--- config.mk ---
export PLATFORM = sky130hd
export DESIGN_NAME = circle_pair_collision_table
export DESIGN_NICKNAME = d
export VERILOG_FILES = /design/src/rtl/cpct_pkg.sv /design/src/rtl/cpct_ram.sv /design/src/rtl/cpct_front.sv /design/src/rtl/cpct_pair_unit.sv /design/src/rtl/cpct_res_q.sv /design/src/rtl/cpct_back.sv /design/src/rtl/circle_pair_collision_table.sv
export SDC_FILE = /design/constraint.sdc
export NUM_CORES = 2
export LEC_CHECK = 0
export ABC_AREA = 1
export BUFFER_PORTS_ARGS = -buffer_cell sky130_fd_sc_hd__buf_4
export CORE_MARGIN = 3
export CORE_UTILIZATION = 59
export CTS_CLUSTER_SIZE = 16
export DETAILED_ROUTE_END_ITERATION = 6
export PLACE_DENSITY = 0.78
export SLEW_MARGIN = 10
export SYNTH_ARGS = -nofsm -noshare
export SYNTH_HDL_FRONTEND = slang
export SYNTH_SLANG_ARGS = --single-unit
--- constraint.sdc ---
create_clock -name clk -period 5.86 [get_ports clk]
set_input_delay 0 -clock clk [delete_from_list [all_inputs] [get_ports clk]]
set_output_delay 0 -clock clk [all_outputs]
set_load 0.01 [all_outputs]
--- src/rtl/cpct_pkg.sv ---
// ----------------------------------------------------------------------------
// cpct_pkg: shared types and constants
// Request and result payloads, table entry layout, commands and sequencer states.
// ----------------------------------------------------------------------------
package cpct_pkg;

  localparam int DEF_MAX_ENTRIES = 8;

  // command queue between front and back
  localparam int CMD_DEPTH = 2;
  localparam int CMD_PTR_W = $clog2(CMD_DEPTH);
  localparam int CMD_CNT_W = $clog2(CMD_DEPTH + 1);

  // result queue; also bounds the number of pair tests in flight
  localparam int RES_DEPTH = 8;
  localparam int RES_PTR_W = $clog2(RES_DEPTH);
  localparam int RES_CNT_W = $clog2(RES_DEPTH + 1);

  localparam logic [1:0] MODE_ADD    = 2'd0;
  localparam logic [1:0] MODE_REMOVE = 2'd1;
  localparam logic [1:0] MODE_MOVE   = 2'd2;
  localparam logic [1:0] MODE_SWEEP  = 2'd3;

  localparam logic [1:0] KIND_ACK  = 2'd0;
  localparam logic [1:0] KIND_FULL = 2'd1;
  localparam logic [1:0] KIND_PAIR = 2'd2;
  localparam logic [1:0] KIND_NONE = 2'd3;

  typedef struct packed {
    logic [1:0]         mode;
    logic [7:0]         handle;
    logic               is_circle;
    logic signed [15:0] x_pos;
    logic signed [15:0] y_pos;
    logic [14:0]        radius;
  } in_item_t;

  typedef struct packed {
    logic [1:0] result_kind;
    logic [7:0] first_handle;
    logic [7:0] second_handle;
    logic       last;
  } out_item_t;

  typedef struct packed {
    logic [7:0]         handle;
    logic               is_circle;
    logic signed [15:0] x_pos;
    logic signed [15:0] y_pos;
    logic [14:0]        radius;
  } entry_t;

  typedef enum logic [1:0] {
    OP_ADD,
    OP_REMOVE,
    OP_MOVE,
    OP_SWEEP
  } op_t;

  typedef struct packed {
    op_t                op;
    logic [7:0]         handle;
    logic               is_circle;
    logic signed [15:0] x_pos;
    logic signed [15:0] y_pos;
    logic [14:0]        radius;
  } cmd_t;

  typedef struct packed {
    logic       valid;
    logic       hit;
    logic [7:0] first_handle;
    logic [7:0] second_handle;
  } hit_t;

  typedef struct packed {
    logic                 full;
    logic [RES_CNT_W-1:0] count;
  } res_status_t;

  typedef enum logic [2:0] {
    ST_IDLE,
    ST_ADD,
    ST_SCAN,
    ST_SWEEP,
    ST_DRAIN,
    ST_FINISH,
    ST_RESP
  } state_t;

endpackage

--- src/rtl/cpct_ram.sv ---
// ----------------------------------------------------------------------------
// cpct_ram: generic RAM
// One write port, two read ports, registered read data.
// ----------------------------------------------------------------------------
module cpct_ram #(
  parameter int WIDTH = $bits(cpct_pkg::entry_t),
  parameter int DEPTH = cpct_pkg::DEF_MAX_ENTRIES
) (
  input  logic                     clk,
  input  logic                     we,
  input  logic [$clog2(DEPTH)-1:0] waddr,
  input  logic [WIDTH-1:0]         wdata,
  input  logic [$clog2(DEPTH)-1:0] raddr_a,
  input  logic [$clog2(DEPTH)-1:0] raddr_b,
  output logic [WIDTH-1:0]         rdata_a,
  output logic [WIDTH-1:0]         rdata_b
);

  logic [WIDTH-1:0] mem [DEPTH];

  always_ff @(posedge clk) begin
    if (we) begin
      mem[waddr] <= wdata;
    end
    rdata_a <= mem[raddr_a];
    rdata_b <= mem[raddr_b];
  end

endmodule

--- src/rtl/cpct_front.sv ---
// ----------------------------------------------------------------------------
// cpct_front: request intake
// Accepts requests, decodes the mode into a command and queues it for the back.
// ----------------------------------------------------------------------------
module cpct_front (
  input  logic               clk,
  input  logic               rst,
  input  logic               push,
  output logic               full,
  input  cpct_pkg::in_item_t item,
  output logic               cmd_valid,
  output cpct_pkg::cmd_t     cmd,
  input  logic               cmd_take
);

  cpct_pkg::cmd_t                 q [cpct_pkg::CMD_DEPTH];
  logic [cpct_pkg::CMD_PTR_W-1:0] wp;
  logic [cpct_pkg::CMD_PTR_W-1:0] rp;
  logic [cpct_pkg::CMD_CNT_W-1:0] cnt;
  cpct_pkg::cmd_t                 decoded;
  logic                           wr;

  always_comb begin
    decoded.handle    = item.handle;
    decoded.is_circle = item.is_circle;
    decoded.x_pos     = item.x_pos;
    decoded.y_pos     = item.y_pos;
    decoded.radius    = item.radius;
    case (item.mode)
      cpct_pkg::MODE_ADD:    decoded.op = cpct_pkg::OP_ADD;
      cpct_pkg::MODE_REMOVE: decoded.op = cpct_pkg::OP_REMOVE;
      cpct_pkg::MODE_MOVE:   decoded.op = cpct_pkg::OP_MOVE;
      cpct_pkg::MODE_SWEEP:  decoded.op = cpct_pkg::OP_SWEEP;
      default:               decoded.op = cpct_pkg::OP_SWEEP;
    endcase
  end

  assign full      = (cnt == cpct_pkg::CMD_CNT_W'(cpct_pkg::CMD_DEPTH));
  assign cmd_valid = (cnt != '0);
  assign cmd       = q[rp];
  assign wr        = push && !full;

  always_ff @(posedge clk) begin
    if (rst) begin
      wp  <= '0;
      rp  <= '0;
      cnt <= '0;
    end else begin
      if (wr) begin
        wp <= wp + cpct_pkg::CMD_PTR_W'(1);
      end
      if (cmd_take) begin
        rp <= rp + cpct_pkg::CMD_PTR_W'(1);
      end
      cnt <= cnt + cpct_pkg::CMD_CNT_W'(wr) - cpct_pkg::CMD_CNT_W'(cmd_take);
    end
  end

  always_ff @(posedge clk) begin
    if (wr) begin
      q[wp] <= decoded;
    end
  end

endmodule

--- src/rtl/cpct_pair_unit.sv ---
// ----------------------------------------------------------------------------
// cpct_pair_unit: pair overlap test
// Three-stage pipeline: differences, squares, sum and compare.
// ----------------------------------------------------------------------------
module cpct_pair_unit (
  input  logic             clk,
  input  logic             rst,
  input  logic             valid,
  input  cpct_pkg::entry_t a,
  input  cpct_pkg::entry_t b,
  output cpct_pkg::hit_t   hit
);

  // stage 1
  logic               v1;
  logic               both1;
  logic signed [16:0] dx1;
  logic signed [16:0] dy1;
  logic [15:0]        rs1;
  logic [7:0]         ha1;
  logic [7:0]         hb1;
  // stage 2
  logic               v2;
  logic               both2;
  logic [31:0]        dx2;
  logic [31:0]        dy2;
  logic [31:0]        rs2;
  logic [7:0]         ha2;
  logic [7:0]         hb2;
  // stage 3
  logic               v3;
  logic               hit3;
  logic [7:0]         ha3;
  logic [7:0]         hb3;

  logic signed [33:0] dx_sq;
  logic signed [33:0] dy_sq;
  logic [31:0]        rs_sq;
  logic [32:0]        dist_sq;

  assign dx_sq   = dx1 * dx1;
  assign dy_sq   = dy1 * dy1;
  assign rs_sq   = rs1 * rs1;
  assign dist_sq = {1'b0, dx2} + {1'b0, dy2};

  always_ff @(posedge clk) begin
    if (rst) begin
      v1 <= 1'b0;
      v2 <= 1'b0;
      v3 <= 1'b0;
    end else begin
      v1 <= valid;
      v2 <= v1;
      v3 <= v2;
    end
  end

  always_ff @(posedge clk) begin
    both1 <= a.is_circle & b.is_circle;
    dx1   <= {a.x_pos[15], a.x_pos} - {b.x_pos[15], b.x_pos};
    dy1   <= {a.y_pos[15], a.y_pos} - {b.y_pos[15], b.y_pos};
    rs1   <= {1'b0, a.radius} + {1'b0, b.radius};
    ha1   <= a.handle;
    hb1   <= b.handle;

    // squares of 17-bit differences stay below 2^32
    both2 <= both1;
    dx2   <= dx_sq[31:0];
    dy2   <= dy_sq[31:0];
    rs2   <= rs_sq;
    ha2   <= ha1;
    hb2   <= hb1;

    hit3  <= both2 && (dist_sq <= {1'b0, rs2});
    ha3   <= ha2;
    hb3   <= hb2;
  end

  assign hit.valid         = v3;
  assign hit.hit           = hit3;
  assign hit.first_handle  = ha3;
  assign hit.second_handle = hb3;

endmodule

--- src/rtl/cpct_res_q.sv ---
// ----------------------------------------------------------------------------
// cpct_res_q: result queue
// Small FIFO in flops holding results until they are popped.
// ----------------------------------------------------------------------------
module cpct_res_q (
  input  logic                  clk,
  input  logic                  rst,
  input  logic                  wr,
  input  cpct_pkg::out_item_t   wdata,
  output cpct_pkg::res_status_t status,
  input  logic                  pop,
  output logic                  empty,
  output cpct_pkg::out_item_t   head
);

  cpct_pkg::out_item_t            q [cpct_pkg::RES_DEPTH];
  logic [cpct_pkg::RES_PTR_W-1:0] wp;
  logic [cpct_pkg::RES_PTR_W-1:0] rp;
  logic [cpct_pkg::RES_CNT_W-1:0] cnt;
  logic                           rd;

  assign empty        = (cnt == '0);
  assign head         = q[rp];
  assign rd           = pop && !empty;
  assign status.count = cnt;
  assign status.full  = (cnt == cpct_pkg::RES_CNT_W'(cpct_pkg::RES_DEPTH));

  always_ff @(posedge clk) begin
    if (rst) begin
      wp  <= '0;
      rp  <= '0;
      cnt <= '0;
    end else begin
      if (wr) begin
        wp <= wp + cpct_pkg::RES_PTR_W'(1);
      end
      if (rd) begin
        rp <= rp + cpct_pkg::RES_PTR_W'(1);
      end
      cnt <= cnt + cpct_pkg::RES_CNT_W'(wr) - cpct_pkg::RES_CNT_W'(rd);
    end
  end

  always_ff @(posedge clk) begin
    if (wr) begin
      q[wp] <= wdata;
    end
  end

endmodule

--- src/rtl/cpct_back.sv ---
// ----------------------------------------------------------------------------
// cpct_back: command execution
// Sequencer over the entry RAM: append, compacting remove, move, pair sweep.
// ----------------------------------------------------------------------------
module cpct_back #(
  parameter int MAX_ENTRIES = cpct_pkg::DEF_MAX_ENTRIES
) (
  input  logic                  clk,
  input  logic                  rst,
  input  logic                  cmd_valid,
  input  cpct_pkg::cmd_t        cmd,
  output logic                  cmd_take,
  output logic                  res_push,
  output cpct_pkg::out_item_t   res_data,
  input  cpct_pkg::res_status_t res_stat
);

  localparam int CNT_W  = $clog2(MAX_ENTRIES + 1);
  localparam int IDX_W  = $clog2(MAX_ENTRIES);
  localparam int CRED_W = cpct_pkg::RES_CNT_W + 1;

  cpct_pkg::state_t               state;
  cpct_pkg::state_t               state_next;
  cpct_pkg::cmd_t                 cur;
  logic [CNT_W-1:0]               count;
  logic [CNT_W-1:0]               rd_idx;
  logic [CNT_W-1:0]               wr_idx;
  logic [IDX_W-1:0]               scan_idx;
  logic                           scan_v;
  logic [CNT_W-1:0]               si;
  logic [CNT_W-1:0]               sj;
  logic                           pair_v;
  logic [cpct_pkg::RES_CNT_W-1:0] inflight;
  logic                           pend_v;
  logic [7:0]                     pend_first;
  logic [7:0]                     pend_second;
  logic [1:0]                     resp_kind;

  logic                           ram_we;
  logic [IDX_W-1:0]               ram_waddr;
  cpct_pkg::entry_t               ram_wdata;
  logic [IDX_W-1:0]               raddr_a;
  logic [IDX_W-1:0]               raddr_b;
  logic [$bits(cpct_pkg::entry_t)-1:0] rdata_a;
  logic [$bits(cpct_pkg::entry_t)-1:0] rdata_b;
  cpct_pkg::entry_t               ent_a;
  cpct_pkg::entry_t               ent_b;
  cpct_pkg::entry_t               cur_entry;
  cpct_pkg::entry_t               moved;
  cpct_pkg::hit_t                 hit;

  logic                           room;
  logic                           scan_issue;
  logic                           scan_done;
  logic                           rm_keep;
  logic                           pair_issue;
  logic                           last_pair;
  logic                           credit_ok;

  cpct_ram #(
    .WIDTH ($bits(cpct_pkg::entry_t)),
    .DEPTH (MAX_ENTRIES)
  ) u_ram (
    .clk     (clk),
    .we      (ram_we),
    .waddr   (ram_waddr),
    .wdata   (ram_wdata),
    .raddr_a (raddr_a),
    .raddr_b (raddr_b),
    .rdata_a (rdata_a),
    .rdata_b (rdata_b)
  );

  cpct_pair_unit u_pair (
    .clk   (clk),
    .rst   (rst),
    .valid (pair_v),
    .a     (ent_a),
    .b     (ent_b),
    .hit   (hit)
  );

  assign ent_a = cpct_pkg::entry_t'(rdata_a);
  assign ent_b = cpct_pkg::entry_t'(rdata_b);

  assign cur_entry.handle    = cur.handle;
  assign cur_entry.is_circle = cur.is_circle;
  assign cur_entry.x_pos     = cur.x_pos;
  assign cur_entry.y_pos     = cur.y_pos;
  assign cur_entry.radius    = cur.radius;

  // move keeps handle and circle flag
  assign moved.handle    = ent_a.handle;
  assign moved.is_circle = ent_a.is_circle;
  assign moved.x_pos     = cur.x_pos;
  assign moved.y_pos     = cur.y_pos;
  assign moved.radius    = cur.radius;

  assign room      = (count < CNT_W'(MAX_ENTRIES));
  assign scan_done = (rd_idx == count) && !scan_v;
  assign last_pair = (si == count - CNT_W'(2)) && (sj == count - CNT_W'(1));
  // every pair in flight may push one result; never overrun the result queue
  assign credit_ok = ({1'b0, res_stat.count} + {1'b0, inflight})
                     < CRED_W'(cpct_pkg::RES_DEPTH);

  always_comb begin
    state_next = state;
    case (state)
      cpct_pkg::ST_IDLE: begin
        if (cmd_valid) begin
          case (cmd.op)
            cpct_pkg::OP_ADD:    state_next = cpct_pkg::ST_ADD;
            cpct_pkg::OP_REMOVE: state_next = cpct_pkg::ST_SCAN;
            cpct_pkg::OP_MOVE:   state_next = cpct_pkg::ST_SCAN;
            cpct_pkg::OP_SWEEP: begin
              state_next = (count < CNT_W'(2)) ? cpct_pkg::ST_FINISH : cpct_pkg::ST_SWEEP;
            end
            default:             state_next = cpct_pkg::ST_IDLE;
          endcase
        end
      end
      cpct_pkg::ST_ADD:    state_next = cpct_pkg::ST_RESP;
      cpct_pkg::ST_SCAN: begin
        if (scan_done) begin
          state_next = cpct_pkg::ST_RESP;
        end
      end
      cpct_pkg::ST_SWEEP: begin
        if (pair_issue && last_pair) begin
          state_next = cpct_pkg::ST_DRAIN;
        end
      end
      cpct_pkg::ST_DRAIN: begin
        if (inflight == '0) begin
          state_next = cpct_pkg::ST_FINISH;
        end
      end
      cpct_pkg::ST_FINISH: begin
        if (!res_stat.full) begin
          state_next = cpct_pkg::ST_IDLE;
        end
      end
      cpct_pkg::ST_RESP: begin
        if (!res_stat.full) begin
          state_next = cpct_pkg::ST_IDLE;
        end
      end
      default: state_next = cpct_pkg::ST_IDLE;
    endcase
  end

  always_comb begin
    cmd_take               = 1'b0;
    ram_we                 = 1'b0;
    ram_waddr              = '0;
    ram_wdata              = cur_entry;
    raddr_a                = '0;
    raddr_b                = '0;
    scan_issue             = 1'b0;
    rm_keep                = 1'b0;
    pair_issue             = 1'b0;
    res_push               = 1'b0;
    res_data.result_kind   = cpct_pkg::KIND_ACK;
    res_data.first_handle  = '0;
    res_data.second_handle = '0;
    res_data.last          = 1'b1;
    case (state)
      cpct_pkg::ST_IDLE: cmd_take = cmd_valid;
      cpct_pkg::ST_ADD: begin
        ram_we    = room;
        ram_waddr = count[IDX_W-1:0];
      end
      cpct_pkg::ST_SCAN: begin
        scan_issue = (rd_idx < count);
        raddr_a    = rd_idx[IDX_W-1:0];
        if (scan_v) begin
          if (cur.op == cpct_pkg::OP_REMOVE) begin
            // compaction: survivors slide down to the write index
            if (ent_a.handle != cur.handle) begin
              rm_keep   = 1'b1;
              ram_we    = 1'b1;
              ram_waddr = wr_idx[IDX_W-1:0];
              ram_wdata = ent_a;
            end
          end else if (ent_a.handle == cur.handle) begin
            ram_we    = 1'b1;
            ram_waddr = scan_idx;
            ram_wdata = moved;
          end
        end
      end
      cpct_pkg::ST_SWEEP: begin
        pair_issue = credit_ok;
        raddr_a    = si[IDX_W-1:0];
        raddr_b    = sj[IDX_W-1:0];
      end
      cpct_pkg::ST_RESP: begin
        res_push              = !res_stat.full;
        res_data.result_kind  = resp_kind;
        res_data.first_handle = cur.handle;
      end
      cpct_pkg::ST_FINISH: begin
        res_push = !res_stat.full;
        if (pend_v) begin
          res_data.result_kind   = cpct_pkg::KIND_PAIR;
          res_data.first_handle  = pend_first;
          res_data.second_handle = pend_second;
        end else begin
          res_data.result_kind = cpct_pkg::KIND_NONE;
        end
      end
      default: ;
    endcase
    // a new hit releases the one held back; the final one gets last at the end
    if (hit.valid && hit.hit && pend_v) begin
      res_push               = 1'b1;
      res_data.result_kind   = cpct_pkg::KIND_PAIR;
      res_data.first_handle  = pend_first;
      res_data.second_handle = pend_second;
      res_data.last          = 1'b0;
    end
  end

  always_ff @(posedge clk) begin
    if (rst) begin
      state    <= cpct_pkg::ST_IDLE;
      count    <= '0;
      scan_v   <= 1'b0;
      pair_v   <= 1'b0;
      inflight <= '0;
      pend_v   <= 1'b0;
    end else begin
      state    <= state_next;
      scan_v   <= scan_issue;
      pair_v   <= pair_issue;
      inflight <= inflight + cpct_pkg::RES_CNT_W'(pair_issue)
                  - cpct_pkg::RES_CNT_W'(hit.valid);
      if (cmd_take) begin
        pend_v <= 1'b0;
      end else if (hit.valid && hit.hit) begin
        pend_v <= 1'b1;
      end
      if (state == cpct_pkg::ST_ADD && room) begin
        count <= count + CNT_W'(1);
      end else if (state == cpct_pkg::ST_SCAN && scan_done &&
                   cur.op == cpct_pkg::OP_REMOVE) begin
        count <= wr_idx;
      end
    end
  end

  always_ff @(posedge clk) begin
    if (cmd_take) begin
      cur       <= cmd;
      rd_idx    <= '0;
      wr_idx    <= '0;
      si        <= '0;
      sj        <= CNT_W'(1);
      resp_kind <= cpct_pkg::KIND_ACK;
    end
    if (state == cpct_pkg::ST_ADD && !room) begin
      resp_kind <= cpct_pkg::KIND_FULL;
    end
    if (scan_issue) begin
      rd_idx   <= rd_idx + CNT_W'(1);
      scan_idx <= rd_idx[IDX_W-1:0];
    end
    if (rm_keep) begin
      wr_idx <= wr_idx + CNT_W'(1);
    end
    if (pair_issue) begin
      if (sj == count - CNT_W'(1)) begin
        si <= si + CNT_W'(1);
        sj <= si + CNT_W'(2);
      end else begin
        sj <= sj + CNT_W'(1);
      end
    end
    if (hit.valid && hit.hit) begin
      pend_first  <= hit.first_handle;
      pend_second <= hit.second_handle;
    end
  end

endmodule

--- src/rtl/circle_pair_collision_table.sv ---
// ----------------------------------------------------------------------------
// circle_pair_collision_table: circle trigger table with pairwise overlap sweep
// Front queues decoded requests; back edits the entry RAM and sweeps pairs.
// ----------------------------------------------------------------------------
//   channel   | handshake            | payload
//   ----------+----------------------+-----------------------------
//   request   | push / full          | item   (cpct_pkg::in_item_t)
//   result    | empty / pop          | result (cpct_pkg::out_item_t)
//
// A sweep issues one pair test per cycle into a 3-stage multiply/compare
// pipeline, throttled by the 8-entry result queue. Two requests may wait in
// the front queue while the back is busy.
// Reset clears counters and state only; the entry RAM needs no clearing.
// ----------------------------------------------------------------------------
module circle_pair_collision_table #(
  parameter int MAX_ENTRIES = cpct_pkg::DEF_MAX_ENTRIES
) (
  input  logic                clk,
  input  logic                rst,
  input  logic                push,
  output logic                full,
  input  cpct_pkg::in_item_t  item,
  output logic                empty,
  input  logic                pop,
  output cpct_pkg::out_item_t result
);

  logic                  cmd_valid;
  cpct_pkg::cmd_t        cmd;
  logic                  cmd_take;
  logic                  res_push;
  cpct_pkg::out_item_t   res_data;
  cpct_pkg::res_status_t res_stat;

  cpct_front u_front (
    .clk       (clk),
    .rst       (rst),
    .push      (push),
    .full      (full),
    .item      (item),
    .cmd_valid (cmd_valid),
    .cmd       (cmd),
    .cmd_take  (cmd_take)
  );

  cpct_back #(
    .MAX_ENTRIES (MAX_ENTRIES)
  ) u_back (
    .clk       (clk),
    .rst       (rst),
    .cmd_valid (cmd_valid),
    .cmd       (cmd),
    .cmd_take  (cmd_take),
    .res_push  (res_push),
    .res_data  (res_data),
    .res_stat  (res_stat)
  );

  cpct_res_q u_res_q (
    .clk    (clk),
    .rst    (rst),
    .wr     (res_push),
    .wdata  (res_data),
    .status (res_stat),
    .pop    (pop),
    .empty  (empty),
    .head   (result)
  );

`ifndef SYNTH
  // pair credits must keep the result queue from overflowing
  a_no_overflow: assert property (@(posedge clk) disable iff (rst)
    res_push |-> !res_stat.full)
    else $error("result pushed into full queue");

  a_take_valid: assert property (@(posedge clk) disable iff (rst)
    cmd_take |-> cmd_valid)
    else $error("command taken from empty queue");

  // one command at a time in the back
  a_one_cmd: assert property (@(posedge clk) disable iff (rst)
    cmd_take |=> !cmd_take)
    else $error("back took two commands in a row");

  a_last_mark: assert property (@(posedge clk) disable iff (rst)
    !empty |-> (result.result_kind == cpct_pkg::KIND_PAIR || result.last))
    else $error("single result without last");
`endif

endmodule
==> results.json <==
{
  "layout_min_cycle_time_ns": 5.71,
  "cts_tree": "yes",
  "final_layout_size_suffix_gt1_share_pct": 7.33,
  "worstPathBufferInverterCount": 5,
  "multi_input_area_sq_um": 36800,
  "synth_ff_type": "sky130_fd_sc_hd__edfxtp_1",
  "worst_ep_required_time_ns": 6.49,
  "ys_warn_count": 0,
  "report.final.hold_viol_count": 0,
  "synthArstFlopShare_pct": 0,
  "die_w_um": 362,
  "globalplace.congestion": 0.942,
  "worst_hold_path_depth": 2,
  "terminus_of_the_critical_flop_to_flop_path": "u_back.u_pair.dx2[29]",
  "register_area_sq_um": 31100,
  "area_growth_syn_to_layout_pct": 10.7,
  "antenna_found_initial": 8,
  "drtAntennaViolNets": 0,
  "worstPathArrival_ns": 6.34,
  "clock_skew_ns": 0.0323,
  "failed_checks": "design-rule violations",
  "gr_util_met2_pct": 45.6,
  "core_region_area_sq_um": 126000,
  "avgRoutedWirePerCell_um": 18.1,
  "final_nets": 8910,
  "report.final.slew_viol_count": 0,
  "synth-seq-cells": 1151,
  "initial_core_util_pct": 59.5,
  "yosys-top-cells-area": "sky130_fd_sc_hd__edfxtp_1, sky130_fd_sc_hd__fa_1, sky130_fd_sc_hd__dfxtp_1",
  "relSlewSlack_pct": 23.9,
  "first_global_vias": 54885,
  "numCtsBuffers": 111,
  "clock_tree_sinks": 1151,
  "io_buffers": 82,
  "min-delay-start": "item[51]",
  "synth_top_cell_by_area": "sky130_fd_sc_hd__edfxtp_1",
  "global_route_wire_length_before_repair_mm": 279,
  "die-area_sq_um": 131000,
  "clock_pin_slew_reported_for_the_worst_setup_and_hold_paths_after_clock_tree_synthesis_ns": 0.06,
  "fin_crit_sh_pct": 97.4,
  "htree_levels": 3,
  "critical_path.most_common_cell": "sky130_fd_sc_hd__fa_1",
  "tightestPinTransition_ns": 1.14,
  "largest_net_degree_at_the_start_of_global_routing": 251,
  "worst-path-max-fanout": 9,
  "crit_path_cells": "buf_4 -> buf_4 -> nand2_1 -> inv_1 -> fa_1 -> fa_1 -> fa_1 -> inv_1 -> fa_1 -> fa_1 -> inv_1 -> fa_1 -> ha_1 -> nand2_1 -> nor4_1 -> nand2_1 -> o221ai_1 -> xor2_1",
  "drv_cap": 0,
  "synth_top_area_share_pct": 32.3,
  "worst_setup_path_class": "reg2reg",
  "clock_latency_late_sink_ns": 0.73,
  "hold-path-endpoint": "u_front.q[1][51]",
  "crit-reg2reg-launch": "u_back.u_pair.dx1[8]",
  "synth_cell_types": 54,
  "grt_overflow": 0,
  "drcViolationCount": 2,
  "met1_usage_pct": 34.8,
  "r2r_slack_ns": 0.15,
  "hold_path.class": "in2reg",
  "synth.cell_area_sq_um": 74900,
  "crit_path_max_incr_delay_ns": 0.75,
  "rows": 130,
  "die-height_um": 362,
  "gr-max-usage-layer": "met2",
  "met3_global_route_usage_pct": 3.36,
  "cpLargestDelayFamily": "adder cells",
  "drt-vias-per-instance": 5.59,
  "max_freq_mhz": 175,
  "critPathLaunchType": "register",
  "crit_path_top_delay_cell": "sky130_fd_sc_hd__fa_1",
  "detailedPlacementHpwl_mm": 120,
  "synthesis.instances": 7613,
  "syn_avg_cell_area_sq_um": 9.83,
  "clock_tree.root_cell": "sky130_fd_sc_hd__clkbuf_16",
  "run_status": "complete, but fails checks",
  "nFillCells": 9328,
  "io-pin-count": 83,
  "firstDrtPassIters": 7,
  "buffers_from_clock_root_to_sink_at_most": 3,
  "fin_hold_ws_ns": 0.0750,
  "synth-edff-count": 805,
  "worst_setup_path_end_kind": "register",
  "drt-initial-drc-count": 4719,
  "syn-num-nets": 8772,
  "routed_wirelength_mm": 171,
  "worstRegToRegCells": 18,
  "vias": 53141,
  "report.final.setup_viol": 0,
  "grt_resource_usage_total_pct": 26.5,
  "portion_of_the_post_synthesis_area_used_by_sequential_elements_pct": 41.5
}
## per-stage QoR
| step | worst slack [ns] | TNS, ns | instance area [sq um] | util, % | instances |
|---|---|---|---|---|---|
| after detailed placement | 0.0230 | 0 | 77600 | 61.7 | 9168 |
| after floorplan | 0.0771 | 0 | 74900 | - | 7613 |
| after global routing | -0.0309 | -0.0926 | 82800 | 65.9 | 9499 |
| final | 0.153 | 0 | 82800 | 65.9 | 9500 |
| after CTS | 0.0317 | 0 | 82600 | 65.7 | 9498 |
| after global placement | 0.00878 | 0 | 77600 | 61.7 | 9168 |
## how the worst max path moves through the flow
stage	startpoint	cells past startpoint	slack, ns	end
floorplan	u_back.u_pair.dx1[7]	24	0.08	u_back.u_pair.dx2[28]
global placement	u_back.u_pair.dx1[3]	17	0.009	u_back.u_pair.dx2[30]
detailed placement	u_back.u_pair.dx1[4]	24	0.02	u_back.u_pair.dx2[28]
CTS	u_back.u_pair.dx1[10]	24	0.03	u_back.u_pair.dx2[28]
global route	u_back.u_pair.dx1[6]	23	-0.03	u_back.u_pair.dx2[28]
finish	u_back.u_pair.dx1[8]	18	0.15	u_back.u_pair.dx2[29]
## placed cells by master, fill, tap and decap left out, drive strengths merged, types with 34 or more instances in the layout
| master | count |
|---|---|
| edfxtp | 805 |
| clkbuf | 142 |
| xor2 | 143 |
| nand2 | 1294 |
| buf | 229 |
| clkinv | 46 |
| a31oi | 145 |
| nand4 | 34 |
| o211ai | 291 |
| fa | 680 |
| dlygate4sd3 | 119 |
| o21ai | 443 |
| a21oi | 312 |
| nand3 | 66 |
| ha | 417 |
| mux2 | 56 |
| dfxtp | 346 |
| inv | 1575 |
| nor2 | 428 |
| xnor2 | 80 |
## layer usage
| layer | vias up | part of all wire (%) |
|---|---|---|
| met2 | 2124 | 49 |
| met4 | 6 | 3.2 |
| li1 | 24747 | - |
| met5 | - | 0.024 |
| met1 | 25858 | 41 |
| met3 | 406 | 6.8 |
## registers in the layout, indices dropped and copies added, names as in the netlist, 16 cells and up, named ones only
name and cells:
u_back.cur 58, u_back.u_pair.dx1 17, u_back.u_pair.dx2 31, u_back.u_pair.dy1 17, u_back.u_pair.dy2 31, u_back.u_pair.rs1 16, u_back.u_pair.rs2 31, u_back.u_ram.mem 448
u_back.u_ram.rdata_a 56, u_back.u_ram.rdata_b 56, u_front.q 116, u_res_q.q 152
## layout make-up
type / count / share of cell area (%)
multi-input cells: 4567 / 44.5
well taps: 1650 / 2.49
clock inverters: 69 / 0.937
clock buffers: 142 / 3.65
flip-flops and latches: 1151 / 37.6
inverters: 1572 / 7.13
diodes: 1 / 0.00302
repair buffers: 348 / 3.72
## repair_timing
action / 4_1_cts / 5_1_grt
resized for setup: 4 / 70
setup endpoints to repair: 4 / 36
buffers inserted: 0 / 1
hold buffers: 119 / 0
pin swaps: 0 / 6
endpoints found under the hold margin: 139 / 0
## synth_stat cells (24+ instances only)
cell	n
sky130_fd_sc_hd__a21oi_1	312
sky130_fd_sc_hd__a31oi_1	145
sky130_fd_sc_hd__buf_2	52
sky130_fd_sc_hd__clkbuf_1	254
sky130_fd_sc_hd__dfxtp_1	346
sky130_fd_sc_hd__edfxtp_1	805
sky130_fd_sc_hd__fa_1	680
sky130_fd_sc_hd__ha_1	417
sky130_fd_sc_hd__inv_1	1566
sky130_fd_sc_hd__mux2_2	56
sky130_fd_sc_hd__nand2_1	1292
sky130_fd_sc_hd__nand3_1	66
sky130_fd_sc_hd__nand4_1	34
sky130_fd_sc_hd__nor2_1	425
sky130_fd_sc_hd__nor3_1	26
sky130_fd_sc_hd__o211ai_1	291
sky130_fd_sc_hd__o21ai_0	434
sky130_fd_sc_hd__o22ai_1	24
sky130_fd_sc_hd__xnor2_1	80
sky130_fd_sc_hd__xor2_1	143
## cells by family after synthesis
| group | Yosys count | share of synthesized area (%) |
|---|---|---|
| fa+ha+maj | 1097 | 25.2 |
| flops | 1151 | 41.5 |
| xor+xnor | 223 | 2.61 |
| compound gates | 1301 | 10.3 |
| simple gates | 1890 | 9.94 |
| buf+inv | 1895 | 9.62 |
| mux | 56 | 0.842 |
Power is not shown: default switching activity piles up to over one toggle a cycle in this logic, so the estimate is an artifact.
